File: config.mk
export PLATFORM = sky130hd
export DESIGN_NAME = distance_sort_with_tags
export DESIGN_NICKNAME = d
export VERILOG_FILES = /design/src/hdl/dsrt_pkg.sv /design/src/hdl/distance_sort_with_tags.sv /design/src/hdl/dsrt_ram.sv /design/src/hdl/dsrt_ctrl.sv /design/src/hdl/dsrt_dpath.sv
export SDC_FILE = /design/constraint.sdc
export NUM_CORES = 2
export LEC_CHECK = 0
export ABC_AREA = 1
export BUFFER_PORTS_ARGS = -buffer_cell sky130_fd_sc_hd__buf_2
export CAP_MARGIN = 20
export CORE_AREA = 2 2 645 775
export CTS_BUF_LIST = sky130_fd_sc_hd__clkbuf_8
export DETAILED_ROUTE_END_ITERATION = 10
export DIE_AREA = 0 0 647 777
export GPL_ROUTABILITY_DRIVEN = 1
export PLACE_DENSITY = 0.37
export SLEW_MARGIN = 20
export SYNTH_ARGS = -nofsm -noshare
export SYNTH_HDL_FRONTEND = slang
export SYNTH_SLANG_ARGS = --single-unit
File: constraint.sdc
create_clock -name clock -period 5.8 [get_ports clock]
set_input_delay 0.58 -clock clock [delete_from_list [all_inputs] [get_ports clock]]
set_output_delay 0.58 -clock clock [all_outputs]
set_load 0.005 [all_outputs]
File: src/hdl/dsrt_pkg.sv
// shared types for the distance sort block: controller states, command and status bundles
package dsrt_pkg;

   typedef enum logic [1:0] {
      ST_LOAD,
      ST_SEEK,
      ST_EMIT_RD,
      ST_EMIT_WAIT
   } dsrt_state_type;

   typedef struct packed {
      logic take;
      logic step;
      logic place;
      logic emit_read;
      logic emit_load;
   } dsrt_cmd_type;

   typedef struct packed {
      logic count_zero;
      logic full;
      logic pos_zero;
      logic key_less;
      logic last_pend;
      logic emit_end;
      logic out_free;
   } dsrt_status_type;

endpackage

File: src/hdl/distance_sort_with_tags.sv
// distance_sort_with_tags: top level of the stable descending distance sort with index tags
// load: each beat is taken, stepped past each stored entry with a smaller distance, then placed;
//   the first beat of a batch is written at the take, and a beat is dropped there on a full store
// emit: after the last beat, each result beat is a ram read, then a load, the read held while rsp_stall holds a result
// reset: synchronous, active high; clears the batch count, controller state and output valid,
//   the entry ram is not cleared and holds nothing meaningful until written
module distance_sort_with_tags #(
   parameter int MAX_ENTRIES = 64,
   parameter int KEY_WIDTH   = 32
) (
   input  logic        clock,
   input  logic        reset,
   // request channel, one distance per beat
   input  logic        req_valid,
   output logic        req_stall,
   input  logic [31:0] req_distance,
   input  logic        req_last_item,
   // response channel, sorted farthest first
   output logic        rsp_valid,
   input  logic        rsp_stall,
   output logic [5:0]  rsp_sprite_index,
   output logic [31:0] rsp_sorted_distance,
   output logic        rsp_last_result
);
   import dsrt_pkg::*;

   // command and status between controller and datapath
   dsrt_cmd_type    cmd;
   dsrt_status_type status;

   // controller: loads beats, walks the insertion point down, then paces emission
   dsrt_ctrl u_ctrl (
      .clock         (clock),
      .reset         (reset),
      .req_valid     (req_valid),
      .req_last_item (req_last_item),
      .req_stall     (req_stall),
      .status        (status),
      .cmd           (cmd)
   );

   // datapath: entry ram kept sorted on every insert, so the batch streams out in order
   // equal distances never shift past each other, which keeps arrival order
   dsrt_dpath #(
      .MAX_ENTRIES (MAX_ENTRIES),
      .KEY_WIDTH   (KEY_WIDTH)
   ) u_dpath (
      .clock               (clock),
      .reset               (reset),
      .req_distance        (req_distance),
      .req_last_item       (req_last_item),
      .cmd                 (cmd),
      .status              (status),
      .rsp_stall           (rsp_stall),
      .rsp_valid           (rsp_valid),
      .rsp_sprite_index    (rsp_sprite_index),
      .rsp_sorted_distance (rsp_sorted_distance),
      .rsp_last_result     (rsp_last_result)
   );

endmodule

File: src/hdl/dsrt_ram.sv
// generic single write port, single read port ram with registered read data
module dsrt_ram #(
   parameter int WIDTH = 38,
   parameter int DEPTH = 64
) (
   input  logic                     clock,
   input  logic                     wr_en,
   input  logic [$clog2(DEPTH)-1:0] wr_addr,
   input  logic [WIDTH-1:0]         wr_data,
   input  logic                     rd_en,
   input  logic [$clog2(DEPTH)-1:0] rd_addr,
   output logic [WIDTH-1:0]         rd_data
);

   logic [WIDTH-1:0] mem_ff [DEPTH];
   logic [WIDTH-1:0] rd_data_ff;

   always_ff @(posedge clock) begin
      if (wr_en) begin
         mem_ff[wr_addr] <= wr_data;
      end
      if (rd_en) begin
         rd_data_ff <= mem_ff[rd_addr];
      end
   end

   assign rd_data = rd_data_ff;

endmodule

File: src/hdl/dsrt_ctrl.sv
// controller state machine: batch load with insertion, then sorted emission
module dsrt_ctrl (
   input  logic                     clock,
   input  logic                     reset,
   input  logic                     req_valid,
   input  logic                     req_last_item,
   output logic                     req_stall,
   input  dsrt_pkg::dsrt_status_type status,
   output dsrt_pkg::dsrt_cmd_type    cmd
);
   import dsrt_pkg::*;

   dsrt_state_type state_ff;
   dsrt_state_type state_in;

   always_ff @(posedge clock) begin
      if (reset) begin
         state_ff <= ST_LOAD;
      end else begin
         state_ff <= state_in;
      end
   end

   // next state
   always_comb begin
      state_in = state_ff;
      unique case (state_ff)
         ST_LOAD: begin
            if (req_valid) begin
               if (!status.full && !status.count_zero) begin
                  state_in = ST_SEEK;
               end else if (req_last_item) begin
                  state_in = ST_EMIT_RD;
               end
            end
         end
         ST_SEEK: begin
            if (status.pos_zero || !status.key_less) begin
               state_in = status.last_pend ? ST_EMIT_RD : ST_LOAD;
            end
         end
         ST_EMIT_RD: begin
            if (status.out_free) begin
               state_in = ST_EMIT_WAIT;
            end
         end
         ST_EMIT_WAIT: begin
            state_in = status.emit_end ? ST_LOAD : ST_EMIT_RD;
         end
         default: state_in = ST_LOAD;
      endcase
   end

   // outputs
   always_comb begin
      cmd       = '0;
      req_stall = 1'b1;
      unique case (state_ff)
         ST_LOAD: begin
            req_stall = 1'b0;
            cmd.take  = req_valid;
         end
         ST_SEEK: begin
            if (status.pos_zero || !status.key_less) begin
               cmd.place = 1'b1;
            end else begin
               cmd.step = 1'b1;
            end
         end
         ST_EMIT_RD: begin
            cmd.emit_read = status.out_free;
         end
         ST_EMIT_WAIT: begin
            cmd.emit_load = 1'b1;
         end
         default: ;
      endcase
   end

endmodule

File: src/hdl/dsrt_dpath.sv
// datapath: entry ram, insertion position, batch counter, emit index and output register
module dsrt_dpath #(
   parameter int MAX_ENTRIES = 64,
   parameter int KEY_WIDTH   = 32
) (
   input  logic                      clock,
   input  logic                      reset,
   input  logic [31:0]               req_distance,
   input  logic                      req_last_item,
   input  dsrt_pkg::dsrt_cmd_type    cmd,
   output dsrt_pkg::dsrt_status_type status,
   input  logic                      rsp_stall,
   output logic                      rsp_valid,
   output logic [5:0]                rsp_sprite_index,
   output logic [31:0]               rsp_sorted_distance,
   output logic                      rsp_last_result
);
   import dsrt_pkg::*;

   localparam int KW    = (KEY_WIDTH < 32) ? KEY_WIDTH : 32;
   localparam int AW    = $clog2(MAX_ENTRIES);
   localparam int CNT_W = $clog2(MAX_ENTRIES + 1);
   localparam int EW    = AW + KW;

   logic [CNT_W-1:0] count_ff, count_in;
   logic [AW-1:0]    pos_ff, pos_in;
   logic [AW-1:0]    emit_idx_ff, emit_idx_in;
   logic             last_pend_ff, last_pend_in;
   logic [KW-1:0]    new_key_ff, new_key_in;
   logic [AW-1:0]    new_tag_ff, new_tag_in;

   logic             rsp_valid_ff, rsp_valid_in;
   logic [5:0]       rsp_index_ff, rsp_index_in;
   logic [31:0]      rsp_dist_ff, rsp_dist_in;
   logic             rsp_last_ff, rsp_last_in;

   logic             wr_en;
   logic [AW-1:0]    wr_addr;
   logic [EW-1:0]    wr_data;
   logic             rd_en;
   logic [AW-1:0]    rd_addr;
   logic [EW-1:0]    rd_data;
   logic [KW-1:0]    rd_key;
   logic [AW-1:0]    rd_tag;
   logic             full;
   logic             count_zero;
   logic             emit_end;

   assign rd_key     = rd_data[KW-1:0];
   assign rd_tag     = rd_data[EW-1:KW];
   assign full       = (count_ff == CNT_W'(MAX_ENTRIES));
   assign count_zero = (count_ff == '0);
   assign emit_end   = ((CNT_W'(emit_idx_ff) + CNT_W'(1)) == count_ff);

   dsrt_ram #(
      .WIDTH (EW),
      .DEPTH (MAX_ENTRIES)
   ) u_entry_ram (
      .clock   (clock),
      .wr_en   (wr_en),
      .wr_addr (wr_addr),
      .wr_data (wr_data),
      .rd_en   (rd_en),
      .rd_addr (rd_addr),
      .rd_data (rd_data)
   );

   // ram ports
   always_comb begin
      wr_en   = 1'b0;
      wr_addr = pos_ff;
      wr_data = {new_tag_ff, new_key_ff};
      rd_en   = 1'b0;
      rd_addr = emit_idx_ff;
      priority if (cmd.take && !full && count_zero) begin
         wr_en   = 1'b1;
         wr_addr = '0;
         wr_data = {AW'(0), req_distance[KW-1:0]};
      end else if (cmd.take && !full) begin
         rd_en   = 1'b1;
         rd_addr = count_ff[AW-1:0] - AW'(1);
      end else if (cmd.step) begin
         wr_en   = 1'b1;
         wr_data = rd_data;
         rd_en   = (pos_ff > AW'(1));
         rd_addr = pos_ff - AW'(2);
      end else if (cmd.place) begin
         wr_en   = 1'b1;
      end else if (cmd.emit_read) begin
         rd_en   = 1'b1;
      end else begin
         rd_en   = 1'b0;
      end
   end

   // batch bookkeeping
   always_comb begin
      count_in     = count_ff;
      pos_in       = pos_ff;
      emit_idx_in  = emit_idx_ff;
      last_pend_in = last_pend_ff;
      new_key_in   = new_key_ff;
      new_tag_in   = new_tag_ff;
      if (cmd.take) begin
         last_pend_in = req_last_item;
         if (!full) begin
            count_in   = count_ff + CNT_W'(1);
            pos_in     = count_ff[AW-1:0];
            new_key_in = req_distance[KW-1:0];
            new_tag_in = count_ff[AW-1:0];
         end
      end
      if (cmd.step) begin
         pos_in = pos_ff - AW'(1);
      end
      if (cmd.emit_load) begin
         if (emit_end) begin
            emit_idx_in = '0;
            count_in    = '0;
         end else begin
            emit_idx_in = emit_idx_ff + AW'(1);
         end
      end
   end

   // output register
   always_comb begin
      rsp_valid_in = rsp_valid_ff;
      rsp_index_in = rsp_index_ff;
      rsp_dist_in  = rsp_dist_ff;
      rsp_last_in  = rsp_last_ff;
      if (rsp_valid_ff && !rsp_stall) begin
         rsp_valid_in = 1'b0;
      end
      if (cmd.emit_load) begin
         rsp_valid_in = 1'b1;
         rsp_index_in = 6'(rd_tag);
         rsp_dist_in  = 32'(rd_key);
         rsp_last_in  = emit_end;
      end
   end

   always_ff @(posedge clock) begin
      if (reset) begin
         count_ff     <= '0;
         emit_idx_ff  <= '0;
         last_pend_ff <= 1'b0;
         rsp_valid_ff <= 1'b0;
      end else begin
         count_ff     <= count_in;
         emit_idx_ff  <= emit_idx_in;
         last_pend_ff <= last_pend_in;
         rsp_valid_ff <= rsp_valid_in;
      end
   end

   always_ff @(posedge clock) begin
      pos_ff       <= pos_in;
      new_key_ff   <= new_key_in;
      new_tag_ff   <= new_tag_in;
      rsp_index_ff <= rsp_index_in;
      rsp_dist_ff  <= rsp_dist_in;
      rsp_last_ff  <= rsp_last_in;
   end

   assign status.count_zero = count_zero;
   assign status.full       = full;
   assign status.pos_zero   = (pos_ff == '0);
   assign status.key_less   = (rd_key < new_key_ff);
   assign status.last_pend  = last_pend_ff;
   assign status.emit_end   = emit_end;
   assign status.out_free   = !rsp_valid_ff || !rsp_stall;

   assign rsp_valid           = rsp_valid_ff;
   assign rsp_sprite_index    = rsp_index_ff;
   assign rsp_sorted_distance = rsp_dist_ff;
   assign rsp_last_result     = rsp_last_ff;

endmodule
==> out/results.env <==
SYNTHDOMINANTCELLAREASHARE=0.675
HOLD_PATH_CELLS=2
CATEGORY_OF_CELLS_ACCOUNTING_FOR_THE_LARGEST_SHARE_OF_CRITICAL_PATH_DELAY='simple AND/OR/NAND/NOR gates'
DP.FINAL_HPWL_UM=224000
LEAKAGE_nW=49.6
R2R-START='u_dpath.u_entry_ram.rd_data[10]$_DFFE_PP_'
TIMING.FINAL.HOLD_VIOLATIONS=0
YS_TYPES=41
CTS-HTREE-LEVELS=5
DRTPASS1ITERATIONS=8
FILLCELLCOUNT=51600
SLEW_VIOL_FINAL=0
FF2FF_SETUP_SLACK_NS=0.31
SYN_INST=10100
TIMING_WORST_SLEW_PIN_VALUE_NS=1.15
IO_BUFFERS=77
GP_CONGESTION=0.787
ARRIVAL_NS=6.30
DRIVE_ABOVE_1_SHARE=0.101
HOLDWS_NS=0.217
HOLD_PATH_END='u_dpath.new_key_ff[20]$_DFFE_PP_'
CRIT_SLOWEST_CELL='sky130_fd_sc_hd__edfxtp_1'
FINALWORSTSETUPSLACK_NS=0.315
GRT_ANTENNA_BEFORE_REPAIR=24
CTS_MADE_BUFFERS=440
YOSYS-TOP-CELLS-AREA='sky130_fd_sc_hd__edfxtp_1 67%, sky130_fd_sc_hd__nand3_1 11%, sky130_fd_sc_hd__nand3b_1 6.0%, sky130_fd_sc_hd__nand2_1 5.2%, sky130_fd_sc_hd__inv_1 4.8%'
PATH_CLK_SLEW_NS=0.06
CRIT_TOP_CELL='sky130_fd_sc_hd__nand3_1'
SYNTH_NETS=10200
YOSYS_WARNINGS=0
TNS_SETUP_NS=0
MOST-COMMON-LAYOUT-CELLS='2603 x sky130_fd_sc_hd__nand3_1, 2553 x sky130_fd_sc_hd__edfxtp_1, 1583 x sky130_fd_sc_hd__inv_1'
DR_TOTAL_VIAS=78300
FINALCRITICALPERIOD_NS=5.49
SYNTH_TOP_AREA_CELL='sky130_fd_sc_hd__edfxtp_1'
GRT.OVERFLOW.TOTAL=0
GRT_USAGE=0.165
FINALNETCOUNT=10400
SYNTH_AREA_UM2=114000
SETUP_SLACK_AT_PLACEMENT_NS=0.222
CP_SLOWEST_STAGE_DELAY_NS=0.82
MAX_CLOCK_FREQ_MHz=182
SYN_TO_LAYOUT_AREA_DELTA_PCT=16.3
SYNTH-SEQ-CELLS=2570
WIRE_PER_INST_UM=24.5
INITIAL_CORE_UTIL=0.230
FINAL_UTIL=0.267
CTS_BUFFER_DEPTH=4
VIASPERCELL=4.54
P_PER_AREA_nW_PER_UM2=612
CLKSINKCOUNT=2570
TIMING.FINAL.SETUP_VIOLATIONS=0
TIMING.REG2REG.WORST_PATH_DEPTH=23
BIGGEST_FANOUT_ALONG_THE_WORST_TIMING_PATH=95
HOLDCRITPATHCLASS='in -> reg'
ROWS=283
DETAIL-ROUTE-ANTENNA-NETS=0
DIE_HEIGHT_UM=777
TIMING_WORST_SETUP_PATH_TYPE='reg -> reg'
WORST_RELATIVE_SLEW_SLACK=0.237
TOTALWIRELENGTH_UM=423000
UNREPAIRED_SETUP_ENDPOINTS_AFTER_GLOBAL_ROUTING='no'
DR.FIRST_ITER.DRC_COUNT=6608
PART_OF_THE_YOSYS_AREA_USED_FOR_SEQUENTIAL_ELEMENTS=0.678
CP_DATA_REQUIRED_TIME_NS=6.61
DIEAREA_UM2=503000
AVGSYNTHCELLAREA_UM2=11.2
FINCLKSKEW_NS=0.120
INSTANCES_NO_FILL=17300
HP-START='req_distance[20]'
REMAINING_DRC_ERRORS=0
DIE_WIDTH_UM=647
FINAL_MIN_PERIOD_OVER_CLOCK_PERIOD=0.946
ENDPOINT_KIND='flop'
PATH_DEPTH=23
WORSTPATHCELLLIST='ha_1 > nand2_1 > inv_1 > nand3_1 > a31oi_1 > nor2_1 > nand2_1 > nand2_1 > nand4_1 > buf_4 > nand3_1 > nand3_4 > nand2_8 > buf_12 > buf_12 > buf_4 > nand2_1 > nand3_1 > nand3_1 > nand3_1 > nand3_1 > nand3_1 > nand2_1'
CTS_ROOT_BUFFER='sky130_fd_sc_hd__clkbuf_8'
GLOBAL_ROUTE_WIRE_LENGTH_BEFORE_REPAIR_UM=599000
WORST_SETUP_PATH_START_KIND='flop'
FINAL_DESIGN_AREA_NO_FILL_UM2=132000
GRT_PASS1_VIAS=77900
CRITICAL_PATH.N_BUFFERS_INVERTERS=5
CTS_TREE='yes'
MAX-CAP-VIOLATIONS=0
PLACEDCELLCOUNT=16400
GRT_MAX_DEGREE=206
FP.COREAREA_UM2=495000
POST-LAYOUT-TOTAL-POWER_mW=80.8
FINAL_COMMON_CELL='sky130_fd_sc_hd__nand3_1'
INSERTION_DELAY_NS=1.10
NUM_IO_PINS=78
PLACEDINSTANCEAREA_UM2=124000
PEAKVDDDROP_mV=0.638
OUTCOME='finished, final reports clean'
R2R_END='u_dpath.u_entry_ram.rd_data[7]$_DFFE_PP_'
==> power breakdown <==
part           switching [mW]  internal (mW)
clock network            7.85           7.34
registers               0.612           25.6
logic                    29.2           10.3
total                    37.6           43.2
==> worst max-delay path by stage <==
stage | start | to | slack [ns]
after CTS | u_dpath.u_entry_ram.rd_data[7]$_DFFE_PP_ | u_dpath.u_entry_ram.rd_data[16]$_DFFE_PP_ | 0.20
after floorplan | u_dpath.u_entry_ram.rd_data[11]$_DFFE_PP_ | u_dpath.u_entry_ram.mem_ff[0][28]$_DFFE_PP_ | 0.55
after global routing | u_dpath.u_entry_ram.rd_data[1]$_DFFE_PP_ | u_dpath.u_entry_ram.rd_data[9]$_DFFE_PP_ | 0.03
after detailed placement | u_dpath.u_entry_ram.rd_data[7]$_DFFE_PP_ | u_dpath.u_entry_ram.rd_data[16]$_DFFE_PP_ | 0.22
final | u_dpath.u_entry_ram.rd_data[10]$_DFFE_PP_ | u_dpath.u_entry_ram.rd_data[7]$_DFFE_PP_ | 0.31
after global placement | u_dpath.u_entry_ram.rd_data[7]$_DFFE_PP_ | u_dpath.u_entry_ram.rd_data[16]$_DFFE_PP_ | 0.23
==> cell families (layout without fill, tap and decap cells) <==
| kind of cell | after synthesis | in the layout | synth area share |
|---|---|---|---|
| flops | 2570 | 2570 | 0.678 |
| fa+ha+maj | 38 | 38 | 0.00418 |
| other cells | 0 | 17 | 0 |
| compound gates | 133 | 133 | 0.00631 |
| simple gates | 5219 | 5219 | 0.232 |
| xor+xnor | 17 | 17 | 0.00131 |
| buf+inv | 2145 | 2711 | 0.0784 |
==> Yosys cell counts, drive strengths merged <==
master / instances
nand3: 2606
edfxtp: 2553
nand2: 1576
inv: 1456
nand3b: 911
buf: 493
clkbuf: 193
nor2: 101
o21ai: 80
a21oi: 38
ha: 38
dfxtp: 17
xor2: 14
nor3: 10
nand4: 8
o21a: 4
or2: 4
a31oi: 3
clkinv: 3
nor4: 3
xnor2: 3
a2111oi: 1
a211oi: 1
a21o: 1
a22oi: 1
a31o: 1
o211ai: 1
o21bai: 1
o22ai: 1
==> worst register-to-register path: stages, from the launching register on <==
cell	delay [ns]
sky130_fd_sc_hd__edfxtp_1	0.82
sky130_fd_sc_hd__ha_1	0.37
sky130_fd_sc_hd__nand2_1	0.06
sky130_fd_sc_hd__inv_1	0.07
sky130_fd_sc_hd__nand3_1	0.07
sky130_fd_sc_hd__a31oi_1	0.07
sky130_fd_sc_hd__nor2_1	0.10
sky130_fd_sc_hd__nand2_1	0.22
sky130_fd_sc_hd__nand2_1	0.14
sky130_fd_sc_hd__nand4_1	0.36
sky130_fd_sc_hd__buf_4	0.32
sky130_fd_sc_hd__nand3_1	0.11
sky130_fd_sc_hd__nand3_4	0.16
sky130_fd_sc_hd__nand2_8	0.17
sky130_fd_sc_hd__buf_12	0.25
sky130_fd_sc_hd__buf_12	0.41
sky130_fd_sc_hd__buf_4	0.44
sky130_fd_sc_hd__nand2_1	0.07
sky130_fd_sc_hd__nand3_1	0.07
sky130_fd_sc_hd__nand3_1	0.13
sky130_fd_sc_hd__nand3_1	0.12
sky130_fd_sc_hd__nand3_1	0.07
sky130_fd_sc_hd__nand3_1	0.47
sky130_fd_sc_hd__nand2_1	0.13
==> routing by layer <==
metal,vias up,wire length [µm],part of all wire,track usage
met5,-,31,0.000073,0
met4,6,10300,0.024,0.0429
met3,617,19300,0.046,0.0196
met2,2196,209000,0.49,0.287
met1,40100,184000,0.44,0.215
li1,35400,-,-,-
==> flip-flops by register name, indices dropped and copies added, names as in the netlist <==
signal,count
u_dpath.rsp_last_result,1
u_dpath.u_entry_ram.mem_ff,2432
u_dpath.count_ff,7
u_dpath.new_tag_ff,6
u_dpath.pos_ff,6
u_dpath.emit_idx_ff,6
u_dpath.u_entry_ram.rd_data,38
u_dpath.rsp_sprite_index,6
u_dpath.rsp_sorted_distance,32
u_dpath.rsp_valid,1
u_dpath.new_key_ff,32
u_dpath.last_pend_ff,1
u_ctrl.state_ff,2
==> what timing repair did <==
action / CTS / global route
endpoints found under the hold margin: 57 / 0
hold buffers: 38 / 0
endpoints found under the setup margin: 0 / 5
resized for setup: 0 / 1
buffers inserted: 0 / 1
==> final cells by class <==
| cell class | instances | area [µm²] | share of cell area |
|---|---|---|---|
| clock inverter | 344 | 1610 | 0.0122 |
| timing repair buffer | 463 | 4970 | 0.0376 |
| sequential | 2570 | 77000 | 0.583 |
| tap | 6555 | 8200 | 0.0621 |
| clock buffer | 445 | 6120 | 0.0463 |
| inverter | 1459 | 5500 | 0.0416 |
| antenna | 17 | 42.5 | 0.000322 |
| multi-input combinational | 5407 | 28700 | 0.217 |
Power figures use the tool's default switching activity.
